--- config.mk ---
export PLATFORM = sky130hd
export DESIGN_NAME = sd_spi_host_controller_top
export DESIGN_NICKNAME = d
export VERILOG_FILES = /design/src/design/sdspi_pkg.sv /design/src/design/sdspi_step.sv /design/src/design/sd_spi_host_controller_top.sv
export SDC_FILE = /design/constraint.sdc
export NUM_CORES = 1
export LEC_CHECK = 0
export BUFFER_PORTS_ARGS = -buffer_cell sky130_fd_sc_hd__buf_2
export CORE_AREA = 2 2 163 165
export DETAILED_ROUTE_END_ITERATION = 6
export DIE_AREA = 0 0 165 167
export GPL_ROUTABILITY_DRIVEN = 0
export MAX_ROUTING_LAYER = met4
export SLEW_MARGIN = 20
export SYNTH_ARGS = -nofsm -noshare
export SYNTH_HDL_FRONTEND = slang
export SYNTH_SLANG_ARGS = --single-unit
--- constraint.sdc ---
create_clock -name i_clk -period 4.89 [get_ports i_clk]
set_input_delay 0.489 -clock i_clk [delete_from_list [all_inputs] [get_ports i_clk]]
set_output_delay 0.489 -clock i_clk [all_outputs]
set_load 0.02 [all_outputs]
--- src/design/sdspi_pkg.sv ---
// package: types, phase codes and constants for the sd spi host controller
package sdspi_pkg;

    localparam int BLOCK_BYTES = 512;

    localparam logic [1:0] FUNC_INIT  = 2'd0;
    localparam logic [1:0] FUNC_READ  = 2'd1;
    localparam logic [1:0] FUNC_WRITE = 2'd2;
    localparam logic [1:0] FUNC_XCHG  = 2'd3;

    localparam logic [1:0] ST_OK      = 2'd0;
    localparam logic [1:0] ST_FAIL    = 2'd1;
    localparam logic [1:0] ST_TIMEOUT = 2'd2;

    localparam logic [2:0] CFG_IDLE_RETRY   = 3'd0;
    localparam logic [2:0] CFG_OPCOND_RETRY = 3'd1;
    localparam logic [2:0] CFG_READY_WAIT   = 3'd2;
    localparam logic [2:0] CFG_RESP_POLL    = 3'd3;
    localparam logic [2:0] CFG_WAKE_COUNT   = 3'd4;

    localparam logic [5:0] CMD_GO_IDLE   = 6'd0;
    localparam logic [5:0] CMD_SEND_OP   = 6'd1;
    localparam logic [5:0] CMD_IF_COND   = 6'd8;
    localparam logic [5:0] CMD_BLOCKLEN  = 6'd16;
    localparam logic [5:0] CMD_READ_BLK  = 6'd17;
    localparam logic [5:0] CMD_WRITE_BLK = 6'd24;
    localparam logic [5:0] CMD_APP_OP    = 6'd41;
    localparam logic [5:0] CMD_APP       = 6'd55;
    localparam logic [5:0] CMD_GET_OCR   = 6'd58;

    localparam logic [7:0] BYTE_IDLE  = 8'hFF;
    localparam logic [7:0] TOKEN_DATA = 8'hFE;
    localparam logic [7:0] CRC_CMD0   = 8'h95;
    localparam logic [7:0] CRC_CMD8   = 8'h87;
    localparam logic [7:0] CHECK_AA   = 8'hAA;
    localparam logic [31:0] ARG_IF_COND = 32'h0000_01AA;
    localparam logic [31:0] ARG_HCS     = 32'h4000_0000;

    typedef enum logic [5:0] {
        P_IDLE, P_WAKE, P_GO_IDLE, P_IF_COND, P_IF_TAIL, P_APP_PROBE, P_OP_PROBE,
        P_APP_LOOP, P_OP_LOOP, P_OCR, P_OCR_TAIL, P_BLOCKLEN,
        P_RD_CMD, P_RD_TOKEN, P_RD_DATA, P_RD_CRC,
        P_WR_CMD, P_WR_TOKEN, P_WR_DATA, P_WR_CRC, P_WR_BUSY, P_WR_TAIL
    } t_phase;

    typedef struct packed {
        logic [15:0] idle_retry_limit;
        logic [15:0] opcond_retry_limit;
        logic [15:0] ready_wait_limit;
        logic [7:0]  response_poll_limit;
        logic [7:0]  wake_byte_count;
    } t_cfg;

    typedef struct packed {
        t_phase      phase;
        logic [15:0] retry_count;
        logic [9:0]  byte_count;
        logic [2:0]  type_bits;
        logic [31:0] command_argument;
        logic [5:0]  command_index;
        logic [7:0]  last_response;
    } t_state;

    typedef struct packed {
        logic [1:0]  func;
        logic [31:0] block_addr;
        logic [7:0]  card_byte;
        logic [7:0]  write_byte;
    } t_item;

    typedef struct packed {
        logic       send_valid;
        logic [7:0] send_byte;
        logic       card_select;
        logic       slow_clock;
        logic       read_valid;
        logic [7:0] read_byte;
        logic       need_write_byte;
        logic       done_res;
        logic [1:0] status;
        logic [2:0] card_type;
    } t_result;

endpackage

--- src/design/sdspi_step.sv ---
// next-state and result logic for one byte exchange step
module sdspi_step
    import sdspi_pkg::*;
(
    input  t_cfg    i_cfg,
    input  t_state  i_state,
    input  t_item   i_item,
    output t_state  o_state,
    output t_result o_result
);

    t_state  s;
    t_result r;
    logic [7:0] c;
    logic [31:0] addr;
    logic [9:0] k;
    logic [9:0] p;
    logic [7:0] lim;
    logic [7:0] wake;
    logic resp;
    logic [7:0] rv;
    logic is_cmd;
    logic is_try;

    function automatic logic [7:0] f_cmd_byte(input logic [9:0] kk, input t_phase ph,
                                              input logic [5:0] idx,
                                              input logic [31:0] a);
        logic [7:0] b;
        b = BYTE_IDLE;
        unique case (kk)
            10'd1: b = {2'b01, idx};
            10'd2: b = a[31:24];
            10'd3: b = a[23:16];
            10'd4: b = a[15:8];
            10'd5: b = a[7:0];
            10'd6: begin
                if (ph == P_RD_CMD || ph == P_WR_CMD) b = BYTE_IDLE;
                else if (idx == CMD_GO_IDLE) b = CRC_CMD0;
                else if (idx == CMD_IF_COND) b = CRC_CMD8;
                else b = BYTE_IDLE;
            end
            default: b = BYTE_IDLE;
        endcase
        return b;
    endfunction

    always_comb begin
        s = i_state;
        r = '0;
        c = i_item.card_byte;
        k = i_state.byte_count;
        p = k - 10'd7;
        lim = (i_cfg.response_poll_limit == 8'd0) ? 8'd1 : i_cfg.response_poll_limit;
        wake = (i_cfg.wake_byte_count == 8'd0) ? 8'd1 : i_cfg.wake_byte_count;
        addr = i_state.type_bits[2] ? i_item.block_addr : {i_item.block_addr[22:0], 9'd0};
        resp = 1'b0;
        rv = c;
        is_try = (i_state.phase == P_RD_CMD || i_state.phase == P_WR_CMD);
        is_cmd = is_try || i_state.phase == P_GO_IDLE || i_state.phase == P_IF_COND ||
                 i_state.phase == P_APP_PROBE || i_state.phase == P_OP_PROBE ||
                 i_state.phase == P_APP_LOOP || i_state.phase == P_OP_LOOP ||
                 i_state.phase == P_OCR || i_state.phase == P_BLOCKLEN;

        unique case (i_item.func)
            FUNC_INIT: begin
                s.type_bits = '0;
                s.phase = P_WAKE;
                s.byte_count = '0;
                s.retry_count = '0;
                r.send_valid = 1'b1;
                r.send_byte = BYTE_IDLE;
            end
            FUNC_READ, FUNC_WRITE: begin
                s.phase = (i_item.func == FUNC_READ) ? P_RD_CMD : P_WR_CMD;
                s.command_index = (i_item.func == FUNC_READ) ? CMD_READ_BLK : CMD_WRITE_BLK;
                s.command_argument = addr;
                s.byte_count = '0;
                r.send_valid = 1'b1;
                r.send_byte = BYTE_IDLE;
            end
            default: begin
                if (i_state.phase == P_IDLE) begin
                end else if (is_cmd) begin
                    if (k < 10'd7) begin
                        s.byte_count = k + 10'd1;
                        r.send_valid = 1'b1;
                        r.send_byte = f_cmd_byte(k + 10'd1, i_state.phase,
                                                 i_state.command_index,
                                                 i_state.command_argument);
                    end else if (c == BYTE_IDLE) begin
                        if (is_try && p >= {2'b00, lim}) begin
                            s.phase = P_IDLE;
                            r.done_res = 1'b1;
                            r.status = ST_TIMEOUT;
                        end else if (!is_try && (p + 10'd1) >= {2'b00, lim}) begin
                            resp = 1'b1;
                        end else begin
                            s.byte_count = k + 10'd1;
                            r.send_valid = 1'b1;
                            r.send_byte = BYTE_IDLE;
                        end
                    end else begin
                        resp = 1'b1;
                    end
                end else begin
                    unique case (i_state.phase)
                        P_WAKE: begin
                            if ((k + 10'd1) < {2'b00, wake}) begin
                                s.byte_count = k + 10'd1;
                            end else begin
                                s.retry_count = '0;
                                s.phase = P_GO_IDLE;
                                s.command_index = CMD_GO_IDLE;
                                s.command_argument = '0;
                                s.byte_count = '0;
                            end
                            r.send_valid = 1'b1;
                            r.send_byte = BYTE_IDLE;
                        end
                        P_IF_TAIL: begin
                            if (k == 10'd2 && !c[0]) begin
                                s.phase = P_IDLE;
                                r.done_res = 1'b1;
                                r.status = ST_FAIL;
                            end else if (k < 10'd3) begin
                                s.byte_count = k + 10'd1;
                                r.send_valid = 1'b1;
                                r.send_byte = BYTE_IDLE;
                            end else if (c != CHECK_AA) begin
                                s.phase = P_IDLE;
                                r.done_res = 1'b1;
                                r.status = ST_FAIL;
                            end else begin
                                s.type_bits = i_state.type_bits | 3'b010;
                                s.retry_count = '0;
                                s.phase = P_APP_LOOP;
                                s.command_index = CMD_APP;
                                s.command_argument = '0;
                                s.byte_count = '0;
                                r.send_valid = 1'b1;
                                r.send_byte = BYTE_IDLE;
                            end
                        end
                        P_OCR_TAIL: begin
                            if (k == 10'd0 && c[6]) s.type_bits = i_state.type_bits | 3'b100;
                            if (k < 10'd3) begin
                                s.byte_count = k + 10'd1;
                            end else begin
                                s.phase = P_BLOCKLEN;
                                s.command_index = CMD_BLOCKLEN;
                                s.command_argument = 32'(BLOCK_BYTES);
                                s.byte_count = '0;
                            end
                            r.send_valid = 1'b1;
                            r.send_byte = BYTE_IDLE;
                        end
                        P_RD_TOKEN, P_WR_BUSY: begin
                            if (c == ((i_state.phase == P_RD_TOKEN) ? TOKEN_DATA : BYTE_IDLE))
                            begin
                                s.phase = (i_state.phase == P_RD_TOKEN) ? P_RD_DATA : P_WR_TAIL;
                                s.byte_count = '0;
                                r.send_valid = 1'b1;
                                r.send_byte = BYTE_IDLE;
                            end else if (i_state.retry_count == i_cfg.ready_wait_limit) begin
                                s.phase = P_IDLE;
                                r.done_res = 1'b1;
                                r.status = ST_TIMEOUT;
                            end else begin
                                s.retry_count = i_state.retry_count + 16'd1;
                                r.send_valid = 1'b1;
                                r.send_byte = BYTE_IDLE;
                            end
                        end
                        P_RD_DATA: begin
                            r.read_valid = 1'b1;
                            r.read_byte = c;
                            if ({1'b0, k} + 11'd1 < 11'(BLOCK_BYTES)) begin
                                s.byte_count = k + 10'd1;
                            end else begin
                                s.phase = P_RD_CRC;
                                s.byte_count = '0;
                            end
                            r.send_valid = 1'b1;
                            r.send_byte = BYTE_IDLE;
                        end
                        P_RD_CRC: begin
                            if (k < 10'd2) begin
                                s.byte_count = k + 10'd1;
                                r.send_valid = 1'b1;
                                r.send_byte = BYTE_IDLE;
                            end else begin
                                s.phase = P_IDLE;
                                r.done_res = 1'b1;
                                r.status = ST_OK;
                            end
                        end
                        P_WR_TOKEN: begin
                            s.phase = P_WR_DATA;
                            s.byte_count = '0;
                            r.send_valid = 1'b1;
                            r.send_byte = i_item.write_byte;
                            r.need_write_byte = 1'b1;
                        end
                        P_WR_DATA: begin
                            r.send_valid = 1'b1;
                            // the compare against block size 512 is done at 11 bits, one wider than the 10-bit count
                            if ({1'b0, k} + 11'd1 < 11'(BLOCK_BYTES)) begin
                                s.byte_count = k + 10'd1;
                                r.send_byte = i_item.write_byte;
                                r.need_write_byte = ({1'b0, k} + 11'd2) < 11'(BLOCK_BYTES);
                            end else begin
                                s.phase = P_WR_CRC;
                                s.byte_count = '0;
                                r.send_byte = BYTE_IDLE;
                            end
                        end
                        P_WR_CRC: begin
                            if (k == 10'd0) begin
                                s.byte_count = k + 10'd1;
                            end else begin
                                s.phase = P_WR_BUSY;
                                s.retry_count = '0;
                            end
                            r.send_valid = 1'b1;
                            r.send_byte = BYTE_IDLE;
                        end
                        P_WR_TAIL: begin
                            s.phase = P_IDLE;
                            r.done_res = 1'b1;
                            r.status = ST_OK;
                        end
                        default: begin
                        end
                    endcase
                end

                // command response handling
                if (resp) begin
                    s.last_response = rv;
                    r.send_valid = 1'b1;
                    r.send_byte = BYTE_IDLE;
                    s.byte_count = '0;
                    unique case (i_state.phase)
                        P_GO_IDLE: begin
                            if (rv == 8'd1) begin
                                s.phase = P_IF_COND;
                                s.command_index = CMD_IF_COND;
                                s.command_argument = ARG_IF_COND;
                            end else if (i_state.retry_count == i_cfg.idle_retry_limit) begin
                                s.phase = P_IDLE;
                                r = '0;
                                r.done_res = 1'b1;
                                r.status = ST_TIMEOUT;
                            end else begin
                                s.retry_count = i_state.retry_count + 16'd1;
                                s.command_index = CMD_GO_IDLE;
                                s.command_argument = '0;
                            end
                        end
                        P_IF_COND: begin
                            if (!rv[2]) begin
                                s.phase = P_IF_TAIL;
                            end else begin
                                s.phase = P_APP_PROBE;
                                s.command_index = CMD_APP;
                                s.command_argument = '0;
                            end
                        end
                        P_APP_PROBE: begin
                            s.phase = P_OP_PROBE;
                            s.command_index = CMD_APP_OP;
                            s.command_argument = '0;
                        end
                        P_OP_PROBE: begin
                            s.type_bits = i_state.type_bits | {2'b00, ~rv[2]};
                            s.retry_count = '0;
                            s.command_argument = '0;
                            if ((i_state.type_bits[1:0] != 2'b00) || !rv[2]) begin
                                s.phase = P_APP_LOOP;
                                s.command_index = CMD_APP;
                            end else begin
                                s.phase = P_OP_LOOP;
                                s.command_index = CMD_SEND_OP;
                            end
                        end
                        P_APP_LOOP: begin
                            s.phase = P_OP_LOOP;
                            s.command_index = CMD_APP_OP;
                            s.command_argument = i_state.type_bits[1] ? ARG_HCS : '0;
                        end
                        P_OP_LOOP: begin
                            if (!rv[0]) begin
                                if (i_state.type_bits[1]) begin
                                    s.phase = P_OCR;
                                    s.command_index = CMD_GET_OCR;
                                    s.command_argument = '0;
                                end else begin
                                    s.phase = P_BLOCKLEN;
                                    s.command_index = CMD_BLOCKLEN;
                                    s.command_argument = 32'(BLOCK_BYTES);
                                end
                            end else if (i_state.retry_count == i_cfg.opcond_retry_limit) begin
                                s.phase = P_IDLE;
                                r = '0;
                                r.done_res = 1'b1;
                                r.status = ST_TIMEOUT;
                            end else begin
                                s.retry_count = i_state.retry_count + 16'd1;
                                s.command_argument = '0;
                                if (i_state.type_bits[1:0] != 2'b00) begin
                                    s.phase = P_APP_LOOP;
                                    s.command_index = CMD_APP;
                                end else begin
                                    s.phase = P_OP_LOOP;
                                    s.command_index = CMD_SEND_OP;
                                end
                            end
                        end
                        P_OCR: begin
                            if (rv != 8'd0) begin
                                s.phase = P_IDLE;
                                r = '0;
                                r.done_res = 1'b1;
                                r.status = ST_FAIL;
                            end else begin
                                s.phase = P_OCR_TAIL;
                            end
                        end
                        P_BLOCKLEN: begin
                            s.phase = P_IDLE;
                            r = '0;
                            r.done_res = 1'b1;
                            r.status = (rv != 8'd0) ? ST_FAIL : ST_OK;
                        end
                        P_RD_CMD: begin
                            if (rv != 8'd0) begin
                                s.phase = P_IDLE;
                                r = '0;
                                r.done_res = 1'b1;
                                r.status = ST_FAIL;
                            end else begin
                                s.phase = P_RD_TOKEN;
                                s.retry_count = '0;
                                s.byte_count = i_state.byte_count;
                            end
                        end
                        default: begin
                            if (rv != 8'd0) begin
                                s.phase = P_IDLE;
                                r = '0;
                                r.done_res = 1'b1;
                                r.status = ST_FAIL;
                            end else begin
                                s.phase = P_WR_TOKEN;
                                s.byte_count = i_state.byte_count;
                                r.send_byte = TOKEN_DATA;
                                r.need_write_byte = 1'b1;
                            end
                        end
                    endcase
                end
            end
        endcase

        r.card_select = (s.phase != P_IDLE) && (s.phase != P_WAKE);
        r.slow_clock = (s.phase >= P_WAKE) && (s.phase <= P_BLOCKLEN);
        r.card_type = s.type_bits;
        o_state = s;
        o_result = r;
    end

endmodule

--- src/design/sd_spi_host_controller_top.sv ---
// top level: stream ports, config registers, state and result registers
// the result of each accepted word is computed combinationally and held in the result register
// one word per cycle while m_axis_tready is high; the step logic sits between the state and result registers
// the output register is refilled in the same cycle it is taken, so tready holds high while m_axis_tready is high
// reset (i_rst_n low, synchronous) clears state, output valid and config to defaults
module sd_spi_host_controller_top
    import sdspi_pkg::*;
(
    input  logic        i_clk,
    input  logic        i_rst_n,
    input  logic        s_axis_tvalid,
    output logic        s_axis_tready,
    // func[1:0], block_addr[33:2], card_byte[41:34], write_byte[49:42], zero pad
    input  logic [55:0] s_axis_tdata,
    output logic        m_axis_tvalid,
    input  logic        m_axis_tready,
    // send_valid[0], send_byte[8:1], card_select[9], slow_clock[10], read_valid[11],
    // read_byte[19:12], need_write_byte[20], done_res[21], status[23:22],
    // card_type[26:24], zero pad
    output logic [31:0] m_axis_tdata,
    input  logic        i_cfg_we,
    input  logic [2:0]  i_cfg_index,
    input  logic [15:0] i_cfg_data
);

    t_cfg    r_cfg;
    t_state  r_state;
    t_state  n_state;
    t_result r_result;
    t_result n_result;
    logic    r_valid;
    t_item   item;
    logic    take;

    assign s_axis_tready = !r_valid || m_axis_tready;
    assign take = s_axis_tvalid && s_axis_tready;
    assign item = '{func: s_axis_tdata[1:0], block_addr: s_axis_tdata[33:2],
                    card_byte: s_axis_tdata[41:34], write_byte: s_axis_tdata[49:42]};

    sdspi_step u_step (
        .i_cfg    (r_cfg),
        .i_state  (r_state),
        .i_item   (item),
        .o_state  (n_state),
        .o_result (n_result)
    );

    always_ff @(posedge i_clk) begin
        if (!i_rst_n) begin
            r_cfg <= '{idle_retry_limit: 16'd511, opcond_retry_limit: 16'd32767,
                       ready_wait_limit: 16'd65535, response_poll_limit: 8'd10,
                       wake_byte_count: 8'd10};
        end else if (i_cfg_we) begin
            unique case (i_cfg_index)
                CFG_IDLE_RETRY:   r_cfg.idle_retry_limit <= i_cfg_data;
                CFG_OPCOND_RETRY: r_cfg.opcond_retry_limit <= i_cfg_data;
                CFG_READY_WAIT:   r_cfg.ready_wait_limit <= i_cfg_data;
                CFG_RESP_POLL:    r_cfg.response_poll_limit <= i_cfg_data[7:0];
                CFG_WAKE_COUNT:   r_cfg.wake_byte_count <= i_cfg_data[7:0];
                default: begin
                end
            endcase
        end
    end

    always_ff @(posedge i_clk) begin
        if (!i_rst_n) begin
            r_state <= '{phase: P_IDLE, retry_count: '0, byte_count: '0, type_bits: '0,
                         command_argument: '0, command_index: '0, last_response: 8'hFF};
            r_valid <= 1'b0;
        end else begin
            if (take) begin
                r_state <= n_state;
                r_valid <= 1'b1;
            end else if (m_axis_tready) begin
                r_valid <= 1'b0;
            end
        end
    end

    always_ff @(posedge i_clk) begin
        if (take) r_result <= n_result;
    end

    assign m_axis_tvalid = r_valid;
    assign m_axis_tdata = {5'd0, r_result.card_type, r_result.status, r_result.done_res,
                           r_result.need_write_byte, r_result.read_byte, r_result.read_valid,
                           r_result.slow_clock, r_result.card_select, r_result.send_byte,
                           r_result.send_valid};

`ifndef ASSERT_OFF
    a_card_type: assert property (@(posedge i_clk) disable iff (!i_rst_n)
        m_axis_tvalid |-> m_axis_tdata[26:24] == r_state.type_bits)
        else $error("card type differs from state");
    a_done_idle: assert property (@(posedge i_clk) disable iff (!i_rst_n)
        (m_axis_tvalid && m_axis_tdata[21]) |-> (r_state.phase == P_IDLE && !m_axis_tdata[0]))
        else $error("done while busy or sending");
    a_cs_idle: assert property (@(posedge i_clk) disable iff (!i_rst_n)
        (r_state.phase == P_IDLE) |-> !(m_axis_tvalid && m_axis_tdata[9]))
        else $error("select held while idle");
    a_hold: assert property (@(posedge i_clk) disable iff (!i_rst_n)
        (m_axis_tvalid && !m_axis_tready) |=> $stable(r_state))
        else $error("state moved during stall");
`endif

endmodule
==> reports/metrics.cfg <==
[run_status]
status=finished, violations left
failed_checks=DRC

[grt]
grt_pass1_vias=10648
antenna_found_initial=2
overflow=0
grt_pass1_wl_um=60000
grt_usage_pct=28.4
grt_max_degree=41

[critical_path]
reg2reg_slack_ns=0.33
critPathKind=reg2reg
crit_start=r_state[50]$_SDFFE_PN0P_
required_ns=5.16
worstSetupStartpointType=flop
end_kind=flop
path_max_fanout=11
arrival_ns=4.83
worstReg2RegStart=r_state[50]$_SDFFE_PN0P_

[final_layout]
drive_gt1_share_pct=14.5
syn_to_final_growth_pct=12.5
utilization_pct=49.9
seqCellArea_um2=3570
multiInputGateArea_um2=7220
nNetsFinal=1669
fill_cells=2549

[timing]
setup_viol_count_final=0
rsz0062_at_grt=no
maxSlewViolCount=0
period_needed_ns=4.56
fin_crit_sh_pct=93.2
setup-tns-final_ns=0
hold_violations=0
fin_worst_skew_ns=0.0161
relSlewSlack_pct=40.3
max_slew.worst_pin.slew_ns=0.893
max_freq_ghz=0.219

[clock_network]
ctsResizeCount=0
ctsHoldBuffers=0
clkTransAtPathRegs_ns=0.08
clk_path_buf_depth=2
cts_tree=built
cts_buffers=17
clock-sinks=165
cts_root_buffer=clkbuf_16
clk_latency_ns=0.44
ctsHtreeMaxLevel=4
cts_setup_buffers=0

[floorplanning]
start_util_pct=44.4
io_pins=114
dieArea_um2=27600
core_area_um2=25800
row_count=59
die_x_um=165
dieHeight_um=167

[flow_run]
maxCapViolCount=0

[synthesis]
yosys.area.top_type_share_pct=24.2
netlist_area_um2=11400
synthFlopType=dfxtp_1
yosys_warnings=0
yosys_register_bits=165
synthArstFlopShare_pct=0
synthCells=1503
synth_area_leaders=dfxtp_1, nand2_1, edfxtp_1
ys_seq_area_share_pct=31.3
yosys.area.top_type=dfxtp_1
yosysUniqueCellTypes=90
synth_edf_count=27
synth.avg_cell_area_um2=7.61

[min_path]
hold_path.startpoint=i_cfg_data[11]
hold_path_class=in2reg

[power]
max-vdd-ir-drop_mv=0.225
power.density_nw_per_um2=260
fin_total_pwr_uw=3340
power_leakage_uw=0.00494

[route]
vias=11777
viasPerCell=6.18
drt-pass1-iter-count=7
wl_um=38400
drc=1
ant_nets=0
drt_iter0_markers=1447
wl_per_cell_um=20.1

[placed_design]
numPortBuffers=102
hpwl_um=28300

[worst paths after layout]
kind,end,cells past startpoint
hold reg to reg,r_state[21]$_SDFFE_PN0P_,2
setup / recovery,m_axis_tdata[10]$_DFFE_PP_,17
hold / removal,r_cfg[43]$_SDFFE_PN1P_,3
setup reg to reg,m_axis_tdata[10]$_DFFE_PP_,17
[synth_stat cells, drive strengths merged, types with 20 or more instances]
library cell and n:
edfxtp 27, nor2 96, nor3 36, mux2i 28, inv 42, o2bb2ai 21
clkbuf 84, o211ai 22, buf 37, o21ai 71, ha 33, nand3 92
a21oi 125, dfxtp 138, nand4 20, nand2 239, xnor2 37, xor2 41
[metrics by stage]
step	worst slack (ns)	hold WS, ns	instance area (um2)	cells
after floorplan	0.926	0.424	11400	1507
after global placement	0.455	0.443	12200	1872
after CTS	0.266	0.284	12800	1904
after global routing	0.0638	0.288	12900	1906
final	0.331	0.287	12900	1906
after detailed placement	0.334	0.449	12200	1872
[worst max-delay path: stages, from the launching register on]
cell,delay (ns)
dfxtp_1,0.38
ha_1,0.30
buf_4,0.22
a21oi_1,0.16
o221ai_1,0.14
a2111o_1,0.51
xnor2_1,0.16
ha_1,0.32
nand4_1,0.13
o221ai_2,0.32
a31oi_1,0.08
o31ai_1,0.31
a21oi_2,0.05
buf_4,0.20
nor3_1,0.27
mux2_2,0.42
and3_1,0.21
a211oi_2,0.19
[registers in the layout, indices dropped and copies added, names as in the netlist]
name           flops
r_state           73
r_cfg             64
m_axis_tdata      27
m_axis_tvalid      1
[layout by cell type, fill, tap and decap left out, drive strengths merged, types with 17 or more instances in the layout]
cell	count
o211ai	22
nand4	20
nor2	96
nand2b	17
and2	19
xnor2	37
a21oi	125
nor3	36
ha	33
mux2i	28
inv	51
o2bb2ai	21
nand3	92
dfxtp	138
edfxtp	27
clkbuf	17
nand2	239
o21ai	71
xor2	41
or3	19
buf	151
and3	18
[power breakdown]
| part | switching [uW] | total, uW | internal (uW) |
|---|---|---|---|
| clock network | 709 | 1410 | 699 |
| logic | 314 | 477 | 163 |
| registers | 35.7 | 1460 | 1420 |
| total | 1060 | 3340 | 2290 |
[kinds of logic after synthesis]
| family | Yosys count | synth area share, % |
|---|---|---|
| muxes | 33 | 2.94 |
| other | 1 | 0.0328 |
| adders and majority gates | 33 | 3.61 |
| and+or+nand+nor | 625 | 26.2 |
| buffers and inverters | 164 | 5.90 |
| DFF | 165 | 31.3 |
| xor gates and xnor gates | 78 | 6.04 |
| AOI/OAI and AO/OA | 404 | 24.0 |
[area by class of cell]
class / count / area share, %
inverters: 43 / 1.26
clock inverters: 15 / 1.38
well taps: 335 / 3.26
clock buffers: 17 / 3.31
flip-flops and latches: 165 / 27.8
diodes: 2 / 0.0389
repair buffers: 151 / 6.83
multi-input cells: 1178 / 56.1
[layer usage]
layer | share of wire (%) | global-route usage, % | vias up
li1 | - | - | 5544
met5 | 0 | - | -
met2 | 45 | 42.2 | 602
met3 | 8.9 | 4.73 | 96
met4 | 2.6 | 8.28 | 0
met1 | 44 | 39.5 | 5535
Note: power is estimated with default switching activity, not from simulation.
